--- config.mk ---
export PLATFORM = sky130hd
export DESIGN_NAME = mrfpg_divider
export DESIGN_NICKNAME = d
export VERILOG_FILES = /design/src/rtl/mrfpg_pkg.sv /design/src/rtl/mrfpg_divider.sv
export SDC_FILE = /design/constraint.sdc
export NUM_CORES = 1
export LEC_CHECK = 0
export BUFFER_PORTS_ARGS = -buffer_cell sky130_fd_sc_hd__clkbuf_2
export CAP_MARGIN = 20
export CORE_ASPECT_RATIO = 1.1
export CORE_MARGIN = 3
export CORE_UTILIZATION = 58
export CTS_BUF_LIST = sky130_fd_sc_hd__clkbuf_8
export DETAILED_ROUTE_END_ITERATION = 7
export MAX_ROUTING_LAYER = met4
export PLACE_DENSITY = 0.83
export SLEW_MARGIN = 30
export SYNTH_ARGS = -nofsm -noshare
export SYNTH_HDL_FRONTEND = slang
export SYNTH_SLANG_ARGS = --single-unit
--- constraint.sdc ---
create_clock -name clock -period 3.8 [get_ports clock]
set_input_delay 0.38 -clock clock [delete_from_list [all_inputs] [get_ports clock]]
set_output_delay 0.38 -clock clock [all_outputs]
set_load 0.05 [all_outputs]
--- src/rtl/mrfpg_pkg.sv ---
// Package for the MRF prior gradient core: sizes, codes, weights and the
// interface structs shared by the line buffer, the divider and the top level.
// No dependencies.
package mrfpg_pkg;

   localparam int PIXEL_BITS  = 16;
   localparam int MAX_COLUMNS = 1024;
   localparam int MAX_ROWS    = 1024;
   localparam int POS_W       = 10;           // counter / position width
   localparam int DIM_W       = 11;           // size register width
   localparam int LB_ADDR_W   = $clog2(MAX_COLUMNS);
   localparam int LB_DATA_W   = 2 * PIXEL_BITS;

   // shared divider sizes: quotient always fits in 48 bits
   localparam int DIV_NUM_W = 81;
   localparam int DIV_DEN_W = 49;
   localparam int DIV_Q_W   = 48;
   localparam int DIV_CNT_W = 6;

   // neighbour weights, Q0.16
   localparam logic [14:0] W4_ONLY  = 15'd16384;
   localparam logic [14:0] W4_MIXED = 15'd9598;
   localparam logic [14:0] W8_MIXED = 15'd6786;

   // register indexes
   localparam logic [2:0] CSR_COLUMNS   = 3'd0;
   localparam logic [2:0] CSR_ROWS      = 3'd1;
   localparam logic [2:0] CSR_DELTA     = 3'd2;
   localparam logic [2:0] CSR_EIGHT     = 3'd3;
   localparam logic [2:0] CSR_POTENTIAL = 3'd4;

   // clique functions; the unknown code contributes nothing
   localparam logic [1:0] POT_QUAD    = 2'd0;
   localparam logic [1:0] POT_HUBER   = 2'd1;
   localparam logic [1:0] POT_GEMAN   = 2'd2;
   localparam logic [1:0] POT_UNKNOWN = 2'd3;

   typedef struct packed {
      logic                 rd_en;
      logic [LB_ADDR_W-1:0] rd_addr;
      logic                 wr_en;
      logic [LB_ADDR_W-1:0] wr_addr;
      logic [LB_DATA_W-1:0] wr_data;
   } lbuf_req_type;

   typedef struct packed {
      logic                 start;
      logic [DIV_NUM_W-1:0] num;
      logic [DIV_DEN_W-1:0] den;
   } div_req_type;

   typedef struct packed {
      logic               busy;
      logic               done;
      logic [DIV_Q_W-1:0] quotient;
   } div_rsp_type;

endpackage

--- src/rtl/mrfpg_divider.sv ---
// Shared restoring divider, one quotient bit per cycle, 48 quotient bits.
// The caller guarantees the quotient fits. Depends on mrfpg_pkg.
module mrfpg_divider (
   input  logic                   clock,
   input  logic                   reset,
   input  mrfpg_pkg::div_req_type div_req,
   output mrfpg_pkg::div_rsp_type div_rsp
);

   logic [mrfpg_pkg::DIV_DEN_W:0]   rem_ff, rem_in;
   logic [mrfpg_pkg::DIV_Q_W-1:0]   num_ff, num_in;
   logic [mrfpg_pkg::DIV_DEN_W-1:0] den_ff, den_in;
   logic [mrfpg_pkg::DIV_CNT_W-1:0] cnt_ff, cnt_in;
   logic                            busy_ff, busy_in;
   logic                            done_ff, done_in;
   logic [mrfpg_pkg::DIV_DEN_W:0]   trial;
   logic                            fits;

   assign trial = {rem_ff[mrfpg_pkg::DIV_DEN_W-1:0], num_ff[mrfpg_pkg::DIV_Q_W-1]};
   assign fits  = trial >= {1'b0, den_ff};

   always_comb begin
      rem_in  = rem_ff;
      num_in  = num_ff;
      den_in  = den_ff;
      cnt_in  = cnt_ff;
      busy_in = busy_ff;
      done_in = 1'b0;
      if (div_req.start) begin
         rem_in  = {{(mrfpg_pkg::DIV_DEN_W + 1 + mrfpg_pkg::DIV_Q_W
                      - mrfpg_pkg::DIV_NUM_W){1'b0}},
                    div_req.num[mrfpg_pkg::DIV_NUM_W-1:mrfpg_pkg::DIV_Q_W]};
         num_in  = div_req.num[mrfpg_pkg::DIV_Q_W-1:0];
         den_in  = div_req.den;
         cnt_in  = '0;
         busy_in = 1'b1;
      end else if (busy_ff) begin
         // shift in one numerator bit, quotient bit fills from the right
         rem_in = fits ? (trial - {1'b0, den_ff}) : trial;
         num_in = {num_ff[mrfpg_pkg::DIV_Q_W-2:0], fits};
         cnt_in = cnt_ff + 1'b1;
         if (cnt_ff == mrfpg_pkg::DIV_CNT_W'(mrfpg_pkg::DIV_Q_W - 1)) begin
            busy_in = 1'b0;
            done_in = 1'b1;
         end
      end
   end

   always_ff @(posedge clock) begin
      if (reset) begin
         busy_ff <= 1'b0;
         done_ff <= 1'b0;
         cnt_ff  <= '0;
      end else begin
         busy_ff <= busy_in;
         done_ff <= done_in;
         cnt_ff  <= cnt_in;
      end
      rem_ff <= rem_in;
      num_ff <= num_in;
      den_ff <= den_in;
   end

   assign div_rsp.busy     = busy_ff;
   assign div_rsp.done     = done_ff;
   assign div_rsp.quotient = num_ff;

endmodule

==> metrics, run 1 <==
Core ar.=15300 µm²; Clock transition at path regs=0.09 ns; initial antenna violation count=0; LEAKAGE=4.68 nW; maximum clock path buffer count=2; Layout Utilization=69.8%; Critical Path Most Common Cell=a31oi_4; Setup WS pre-CTS=0.321 ns; synth top area cells=edfxtp_1 42%, mux2_2 8.6%, ha_1 6.8%; share of cells above drive strength 1=29.0%; residual DRC count=0; Worst Path Buf+Inv=3; Worst path max stage delay=0.42 ns; most common cell after layout, fill and taps aside=clkbuf_2; Die W=126 µm; Synth Instances=890; Yosys reg bits=154; Worst Tran Pin Value=0.738 ns; final wirelength=21600 µm; routability cong.=0.960; delay-heaviest family, CP=compound AO/OA/AOI/OAI gates; relative slew slack=50.7%; Critical Path End Type=flop; PD cells=480 nW/µm²; fmax=282 MHz; Slew Viols, Final=0; port buffer count=182; commonest non-fill, non-tap cells in the layout=181 x clkbuf_2, 130 x edfxtp_1, 80 x inv_1, 77 x nand2_1, 76 x a21oi_1; Fin Clk Skew=0.0136 ns; fin area=10700 µm²; First-pass DRT Iterations=6; overall die height=138 µm; max_cap viols=0; DR WL/cell=17.1 µm; Max rail drop VDD=0.281 mV; CTS Hold Bufs=0; Final period util=93.2%; Placed Area=10300 µm²; min-delay worst type=input pin to flop; EDFF count, synth=130; setup bufs post-CTS=0; vias in the first global route=7321; Syn. warnings=0; Clock Latency Late Sink=0.47 ns; NumNets Final=1237; grt ovf=0; CTS H-Tree Depth=4; DRT antenna net count=0; RSZ-0062 raised after global routing=no; Starting Density=60.3%; IO Count=183; fin crit period=3.54 ns; root buf cell=clkbuf_8; CTS tree=done; sequential-to-total area share from yosys stat=47.4%; critical path data required time=4.01 ns; Filler cells=1150; Placed Instances=1230; total track usage=25.5%; arrival time of the worst setup path=3.76 ns; kind of critical path=flop to flop; outcome=completed; post-synthesis async set-or-reset flop share=0%; Hold Path Stages=1; share of the synthesized area in the top cell type=42.2%; hpwl dp=16000 µm; first-pass GRT wire length=35000 µm; Max FO, Critical Path=53; ant diodes=0; syn nets=1074; CP Launch Type=flop; worst-path cell chain=inv_1, ha_1, inv_1, fa_1, a21oi_1, o211ai_2, nand4b_1, a31oi_4, a31oi_4, or2_4, nand2_4, a31oi_4, buf_12, o21ai_1, mux2_2; prevailing post-synth register cell=edfxtp_1; CP Depth=15; total negative slack=0 ns; synthesized area=9250 µm²; final hold slack=0.0825 ns; largest net degree at the start of global routing=71; final hold vios=0; number of cell rows=47; library cells used by synthesis=59; post_cts resized=0; DR iter-0 viols=568; Sink Count=154; power after layout=5.14 mW; setup ws final=0.257 ns; Worst R2R Path Depth=15; final setup vio count=0; area delta synth->final=15.8%; die area=17500 µm²; Via density=5.76; post-route insts no fill=1262; Syn Area/Cell=10.4 µm²; Slowest-stage cell, CP=edfxtp_1; via count=7266; number of CTS-inserted buffers=17; Synth area leader=edfxtp_1
registers in the layout, summed over array words and instances (netlist names):
signal / count
done_ff: 1
num_ff: 48
rem_ff: 49
busy_ff: 1
den_ff: 49
cnt_ff: 6
cell type report:
class | instances | area, µm² | area share, %
clock buffers | 17 | 234 | 2.19
clock inverters | 15 | 175 | 1.64
inverters | 78 | 293 | 2.73
multi-input cells | 612 | 4350 | 40.6
flip-flops and latches | 154 | 4380 | 40.9
well taps | 196 | 245 | 2.29
repair buffers | 190 | 1030 | 9.59
cells by family (layout without fill, tap and decap cells):
logic type               after synthesis  count (layout)  share of synthesized area [%]
AO/OA/AOI/OAI                        236             236                           16.4
AND/OR/NAND/NOR                      200             200                           9.83
flip-flops                           154             154                           47.4
buffers and inverters                124             300                           5.57
multiplexers                          76              76                           9.19
adder cells (fa/ha/maj)               51              51                           6.98
XOR/XNOR                              49              49                           4.64
power breakdown:
group / total (mW) / switching [mW] / internal [mW]
combinational: 1.69 / 1.04 / 0.644
sequential: 2.13 / 0.0913 / 2.04
clock: 1.32 / 0.668 / 0.652
total: 5.14 / 1.80 / 3.33
routing by layer:
metal  vias up  part of all wire, %  global-route usage (%)  wire length [µm]
met5         -                    0                       -                 0
met4         0                  1.6                    7.40               350
met3        34                  7.3                    6.56              1580
met2       274                   49                    41.8             10600
met1      3397                   42                    31.2              9050
li1       3561                    -                       -                 -
worst paths after layout:
check | from | end | slack, ns
min | div_req[34] | den_ff[34]$_DFFE_PP_ | 0.08
max | num_ff[47]$_DFFE_PP_ | rem_ff[32]$_DFFE_PP_ | 0.26
min reg2reg | rem_ff[35]$_SDFFE_PP0P_ | rem_ff[35]$_SDFFE_PP0P_ | 0.52
max reg2reg | num_ff[47]$_DFFE_PP_ | rem_ff[32]$_DFFE_PP_ | 0.26
cell usage after synthesis, types with 3 or more instances:
cell / instances
a211o_1: 4
a211oi_1: 14
a211oi_2: 5
a21o_1: 18
a21oi_1: 76
a21oi_2: 3
a221o_1: 4
a31oi_1: 4
a31oi_4: 3
a32oi_1: 3
and3_1: 7
buf_2: 13
buf_4: 3
buf_6: 3
clkbuf_1: 26
dfxtp_1: 24
edfxtp_1: 130
ha_1: 50
inv_1: 78
mux2_2: 71
mux2i_1: 5
nand2_1: 77
nand2b_1: 4
nand3_1: 10
nand4_1: 15
nor2_1: 59
nor3_1: 10
o211ai_1: 3
o21a_1: 5
o21ai_0: 36
o21ai_1: 30
o21bai_1: 11
o22ai_1: 5
xnor2_1: 29
xor2_1: 20
(Power assumes the default switching activity.)
==> run 2, diff against run 1 <==
Settings changed: ABC_AREA set to 1, CORE_UTILIZATION 58 to 59.
==> metrics, run 2 <==
outcome=completed; setup slack, reg-to-reg=0.64 ns (+0.38 ns); number of CTS-inserted buffers=17 (unchanged); HP Start=div_req[34]; LEAKAGE=7.19 nW (+54%); Via density=5.15 (-10%); first-pass GRT wire length=51400 µm (+47%); hold worst-path end=den_ff[34]$_DFFE_PP_; final hold vios=0 (unchanged); Sink Count=154 (unchanged); relative slew slack=37.5% (-13 points); Worst Path Buf+Inv=2 (-1); Yosys reg bits=154 (unchanged); Max rail drop VDD=0.270 mV (-3.8%); Worst Tran Pin Value=0.937 ns (+0.199 ns); Worst path max stage delay=0.43 ns (about the same); via count=10922 (+50%); CTS Hold Bufs=0 (unchanged); DR iter-0 viols=867 (+53%); min-delay worst type=input pin to flop; Max FO, Critical Path=30 (-43%); combinational share of power=30.5% (-2.3 points); kind of critical path=flop to flop; hpwl dp=25700 µm (+61%); total negative slack=0 ns (unchanged); Synth Instances=1693 (+90%); Fin Clk Skew=0.0233 ns (+0.00968 ns); Filler cells=1669 (+45%); routability cong.=1.06 (+11%); worst-path cell chain=ha_1, nand2_1, nor2_1, nand2_1, nor3_2, nand2_2, buf_4, nand3_2, buf_4, nand2_1, nand3_1, nand2_1; Worst R2R Path Depth=12 (-3); sequential-to-total area share from yosys stat=38.9% (-8.5 points); residual DRC count=0 (unchanged); Switching Share=38.9% (+3.8 points); biggest regs=den_ff: 49 flops, rem_ff: 49 flops, num_ff: 48 flops; DRT antenna net count=0 (unchanged); number of cell rows=52 (+11%); share of cells above drive strength 1=14.0% (-15 points); worst reg2reg endpoint=rem_ff[2]$_DFFE_PP_; library cells used by synthesis=32 (-46%); syn nets=1877 (+75%); IO Count=183 (unchanged); CP Launch Type=flop; grt ovf=0 (unchanged); EDFF count, synth=130 (unchanged); root buf cell=clkbuf_8; delay-heaviest family, CP=simple AND/OR/NAND/NOR gates; Synth area leader=edfxtp_1; final setup vio count=0 (unchanged); setup bufs post-CTS=0 (unchanged); Switch Pwr=1.86 mW (+3.4%); Flop pwr share=43.2% (+1.7 points); CTS H-Tree Depth=4 (unchanged); max_cap viols=0 (unchanged); maximum clock path buffer count=2 (unchanged); RSZ-0062 raised after global routing=no; Core ar.=18600 µm² (+21%); Hold Path Stages=1 (unchanged); Die W=138 µm (+9.0%); Slowest-stage cell, CP=edfxtp_1; ant diodes=0 (unchanged); largest net degree at the start of global routing=84 (+18%); PD cells=376 nW/µm² (-22%); area delta synth->final=12.9%; Slew Viols, Final=0 (unchanged); most common cell after layout, fill and taps aside=nand2_1; arrival time of the worst setup path=3.41 ns (-0.35 ns); Syn. warnings=0 (unchanged); share of the synthesized area in the top cell type=34.6% (-7.6 points); Final period util=83.2% (-10 points); post_cts resized=0 (unchanged); Clock transition at path regs=0.11 ns (+0.02 ns); Critical Path Most Common Cell=nand2_1; critical path data required time=4.05 ns (+0.04 ns); NumNets Final=2047 (+65%); synth top area cells=edfxtp_1 35%, nand2_1 25%, inv_1 11%; Syn Area/Cell=6.66 µm² (-36%); clock power share=26.2% (+0.5 points); most frequent cells after synthesis=744 x nand2_1, 343 x inv_1, 130 x edfxtp_1; post-synthesis async set-or-reset flop share=0% (unchanged); final wirelength=32800 µm (+52%); total track usage=32.7% (+7.2 points); reg2reg start=rem_ff[28]$_DFFE_PP_; CTS tree=done; First-pass DRT Iterations=5 (-1); most common cell in the synthesized netlist=nand2_1; power after layout=4.79 mW (-6.7%); Critical Path End Type=flop; fmax=316 MHz (+12%); DR WL/cell=15.5 µm (-9.5%); Starting Density=60.6% (+0.33 points); commonest non-fill, non-tap cells in the layout=744 x nand2_1, 343 x inv_1, 181 x clkbuf_2, 130 x edfxtp_1, 96 x nand3_1; initial antenna violation count=0 (unchanged); prevailing post-synth register cell=edfxtp_1; Internal Dissipation=2.93 mW (-12%); fin crit period=3.16 ns (-0.382 ns); vias in the first global route=10300 (+41%); port buffer count=182 (unchanged); Clock Latency Late Sink=0.49 ns (+0.02 ns); synthesized area=11300 µm² (+22%); die area=20800 µm² (+19%); overall die height=151 µm (+9.1%)
## run 2: logic make-up (layout without fill, tap and decap cells)
group	Yosys count	count (layout)	share of synthesized area [%]
compound gates	30	30	1.41
xor+xnor	25	25	1.94
fa+ha+maj	51	51	5.73
buf+inv	396	579	13.8
flops	154	154	38.9
simple gates	1037	1037	38.2
## run 2: how the worst max path moves through the flow
stage	startpoint	end	slack [ns]	cells past startpoint
2_1_floorplan	busy_ff$_SDFF_PP0_	num_ff[0]$_DFFE_PP_	1.10	3
3_3_place_gp	rem_ff[28]$_DFFE_PP_	rem_ff[8]$_DFFE_PP_	0.86	12
3_5_place_dp	rem_ff[28]$_DFFE_PP_	rem_ff[2]$_DFFE_PP_	0.71	12
4_1_cts	rem_ff[28]$_DFFE_PP_	rem_ff[2]$_DFFE_PP_	0.71	12
5_1_grt	rem_ff[28]$_DFFE_PP_	rem_ff[2]$_DFFE_PP_	0.53	12
6_report	rem_ff[28]$_DFFE_PP_	rem_ff[2]$_DFFE_PP_	0.64	12
## run 2: metrics by stage
step | util (%) | cell area [µm²] | hold WS [ns] | setup slack (ns) | std cells
CTS | 68.4 | 12700 | 0.0510 | 0.709 | 2119
global route | 68.4 | 12700 | 0.0392 | 0.528 | 2119
floorplan | - | 11300 | 0.449 | 1.10 | 1693
detailed placement | 66.5 | 12400 | 0.466 | 0.709 | 2087
finish | 68.4 | 12700 | 0.0568 | 0.638 | 2119
global placement | 66.5 | 12400 | 0.462 | 0.856 | 2087
## run 2: cell type report
class / instances / area, µm² / share of cell area, %
clock buffer: 17 / 234 / 1.84
clock inverter: 15 / 128 / 1.00
inverter: 354 / 1330 / 10.4
multi-input combinational: 1143 / 5340 / 42.0
sequential: 154 / 4380 / 34.4
tap: 243 / 304 / 2.39
timing repair buffer: 193 / 1010 / 7.92
## run 2: power groups by stage
stage | sequential, mW | clock, mW | combinational [mW]
floorplan | 2.27 | 0 | 0.854
global placement | 2.10 | 0 | 1.43
detailed placement | 2.10 | 0 | 1.45
CTS | 2.07 | 1.26 | 1.45
global route | 2.09 | 1.32 | 1.62
finish | 2.07 | 1.26 | 1.46
## run 2: routing by layer
layer / vias up / share of wire, % / GRT usage, %
met3: 44 / 7.1 / 5.25
met1: 4896 / 43 / 42.3
met4: 0 / 2.0 / 8.00
met5: - / 0 / -
li1: 5535 / - / -
met2: 447 / 47 / 54.0
## run 2: worst reg2reg max path: cells and delay by family (launching register included)
family | cells | cell delay (ns)
buffers and inverters | 2 | 0.58
AND/OR/NAND/NOR | 9 | 1.54
adder cells (fa/ha/maj) | 1 | 0.39
flip-flops | 1 | 0.43
==> run 3, diff against run 2 <==
Settings changed: ABC_AREA 1 to 0, CORE_UTILIZATION 59 to 52, PLACE_DENSITY 0.83 to 0.79.
Clock period 3.8 ns to 2.6 ns, I/O delays scaled along.
==> metrics, run 3 (synthesis results as in run 1) <==
relative slew slack=64.1% (+27 points); area delta synth->final=38.3%; final hold vios=0 (unchanged); combinational share of power=40.1% (+9.6 points); DRT antenna net count=0 (unchanged); kind of critical path=flop to flop; residual DRC count=0 (unchanged); Critical Path Most Common Cell=a31oi_4; Worst path max stage delay=0.40 ns (-0.03 ns); commonest non-fill, non-tap cells in the layout=181 x clkbuf_2, 166 x buf_4, 130 x edfxtp_1, 76 x inv_1, 74 x nand2_1; HP Start=div_req[79]; port buffer count=182 (unchanged); final setup vio count=50 (+50); Placed Instances=1423 (-32%); min-delay worst type=input pin to flop; largest net degree at the start of global routing=91 (+8.3%); Setup WS pre-CTS=-0.526 ns (-1.24 ns); RSZ-0062 raised after global routing=yes; fin crit period=3.19 ns (+0.0294 ns); total negative slack=-25.93 ns (-25.93 ns); root buf cell=clkbuf_8; Switch Pwr=3.05 mW (+64%); IO Count=183 (unchanged); outcome=complete, but fails checks; hpwl dp=17500 µm (-32%); hold worst-path end=num_ff[30]$_DFFE_PP_; via count=8201 (-25%); maximum clock path buffer count=2 (unchanged); final hold slack=0.0669 ns (+0.0101 ns); Max FO, Critical Path=10 (-67%); Core ar.=17200 µm² (-7.5%); LEAKAGE=5.76 nW (-20%); Final period util=123% (+40 points); Worst Tran Pin Value=0.536 ns (-0.401 ns); Via density=5.40 (+4.7%); reg2reg start=den_ff[0]$_DFFE_PP_; Fin Clk Skew=0.0191 ns (-0.00422 ns); ant diodes=0 (unchanged); vias in the first global route=8543 (-17%); Switching Share=36.6% (-2.3 points); first-pass GRT wire length=41300 µm (-20%); fin area=12800 µm² (+0.49%); post-route insts no fill=1520 (-28%); Slew Viols, Final=0 (unchanged); overall die height=146 µm (-3.4%); NumNets Final=1457 (-29%); share of cells above drive strength 1=39.7% (+26 points); max_cap viols=0 (unchanged); Internal Dissipation=5.28 mW (+81%); DR WL/cell=16.8 µm (+8.4%); Starting Density=53.8% (-6.8 points); First-pass DRT Iterations=5 (unchanged); Hold Path Stages=2 (+1); biggest regs=den_ff: 49 flops, rem_ff: 49 flops, num_ff: 48 flops; Max rail drop VDD=0.398 mV (+47%); most common cell after layout, fill and taps aside=clkbuf_2; Flop pwr share=37.5% (-5.7 points); Sink Count=154 (unchanged); Die W=133 µm (-3.4%); Filler cells=1191 (-29%); number of cell rows=50 (-3.8%); DR iter-0 viols=594 (-31%); failing checks=setup timing; fmax=313 MHz (-0.92%); setup slack, reg-to-reg=-0.59 ns (-1.23 ns); Critical Path End Type=flop; CTS tree=done; routability cong.=0.918 (-14%); total track usage=27.1% (-5.5 points); PD cells=651 nW/µm² (+73%); clock power share=22.4% (-3.8 points); setup ws final=-0.591 ns (-1.23 ns); number of CTS-inserted buffers=17 (unchanged); Clock transition at path regs=0.11 ns (about the same); final wirelength=25500 µm (-22%); critical path data required time=2.83 ns (-1.22 ns); worst reg2reg endpoint=rem_ff[27]$_DFFE_PP_; Clock Latency Late Sink=0.49 ns (about the same); Worst R2R Path Depth=17 (+5); initial antenna violation count=0 (unchanged); grt ovf=0 (unchanged); die area=19400 µm² (-6.6%); arrival time of the worst setup path=3.42 ns (about the same); Slowest-stage cell, CP=edfxtp_1; Placed Area=11500 µm² (-6.8%); CP Launch Type=flop; worst-path cell chain=ha_2, inv_2, fa_2, a21oi_2, o211ai_2, nand4b_1, a31oi_4, a31oi_4, or2_4, nand2_4, a31oi_4, buf_6, buf_6, buf_16, nand2_1, o21ai_2, mux2_4; Worst Path Buf+Inv=4 (+2); delay-heaviest family, CP=compound AO/OA/AOI/OAI gates; CTS H-Tree Depth=4 (unchanged)
## run 3: cell types whose count changed in the layout (fill, tap and decap cells not counted), moves of 18 or more
cell	change
nand2_1	-670
buf_4	+155
nor2_1	-33
nand4_1	-49
inv_1	-267
o21ai_0	+35
a21o_1	+18
nand3_1	-86
o21ai_1	+29
a21oi_1	+46
xor2_1	+20
mux2_2	+70
dlygate4sd3_1	+50
## run 3: worst max path at each step
stage                                    start                   end  slack (ns)  cells after the start
after floorplan           num_ff[47]$_DFFE_PP_   rem_ff[1]$_DFFE_PP_       -0.64                     16
after global placement    num_ff[47]$_DFFE_PP_  rem_ff[10]$_DFFE_PP_       -0.41                     16
after detailed placement  num_ff[47]$_DFFE_PP_  rem_ff[24]$_DFFE_PP_       -0.53                     16
after CTS                  den_ff[0]$_DFFE_PP_  rem_ff[27]$_DFFE_PP_       -0.52                     17
after global routing      num_ff[47]$_DFFE_PP_  rem_ff[10]$_DFFE_PP_       -0.73                     17
final                      den_ff[0]$_DFFE_PP_  rem_ff[27]$_DFFE_PP_       -0.59                     17
## run 3: metrics by stage
stage          utilization (%)  total power, mW
6_report                  74.4             8.33
5_1_grt                   74.4             8.78
4_1_cts                   73.5             8.25
3_5_place_dp              67.0             6.21
3_3_place_gp              67.0             6.15
2_1_floorplan                -             5.02
## run 3: repair_timing
item                       in CTS  in global routing
hold buffers                   50                  0
setup buffers                   7                  4
setup endpoints to repair      50                 50
pin swaps                       5                 10
resized for setup              19                 19
gates cloned                    4                  0
hold endpoints to repair       50                  0
## run 3: area by class of cell
cell class | count | area (µm²) | share of cell area (%)
Multi-Input combinational cell | 612 | 4520 | 35.3
Sequential cell | 154 | 4380 | 34.3
Timing Repair Buffer | 410 | 2900 | 22.7
Inverter | 78 | 297 | 2.32
Tap cell | 234 | 293 | 2.29
Clock buffer | 17 | 234 | 1.83
Clock inverter | 15 | 170 | 1.33
## run 3: power by group through the flow
stage | Clock [mW] | Sequential (mW) | Combinational [mW]
after global placement | 0 | 3.16 | 2.99
after detailed placement | 0 | 3.16 | 3.05
final | 1.86 | 3.12 | 3.35
after CTS | 1.89 | 3.12 | 3.25
after floorplan | 0 | 3.41 | 1.61
after global routing | 2.00 | 3.15 | 3.62
## run 3: layer usage
layer / part of all wire [%] / vias to the layer above / global-route usage, %
met1: 41 / 3839 / 32.1
met3: 6.3 / 57 / 5.95
met5: 0 / - / -
met4: 2.8 / 0 / 9.62
met2: 49 / 306 / 45.8
li1: - / 3999 / -
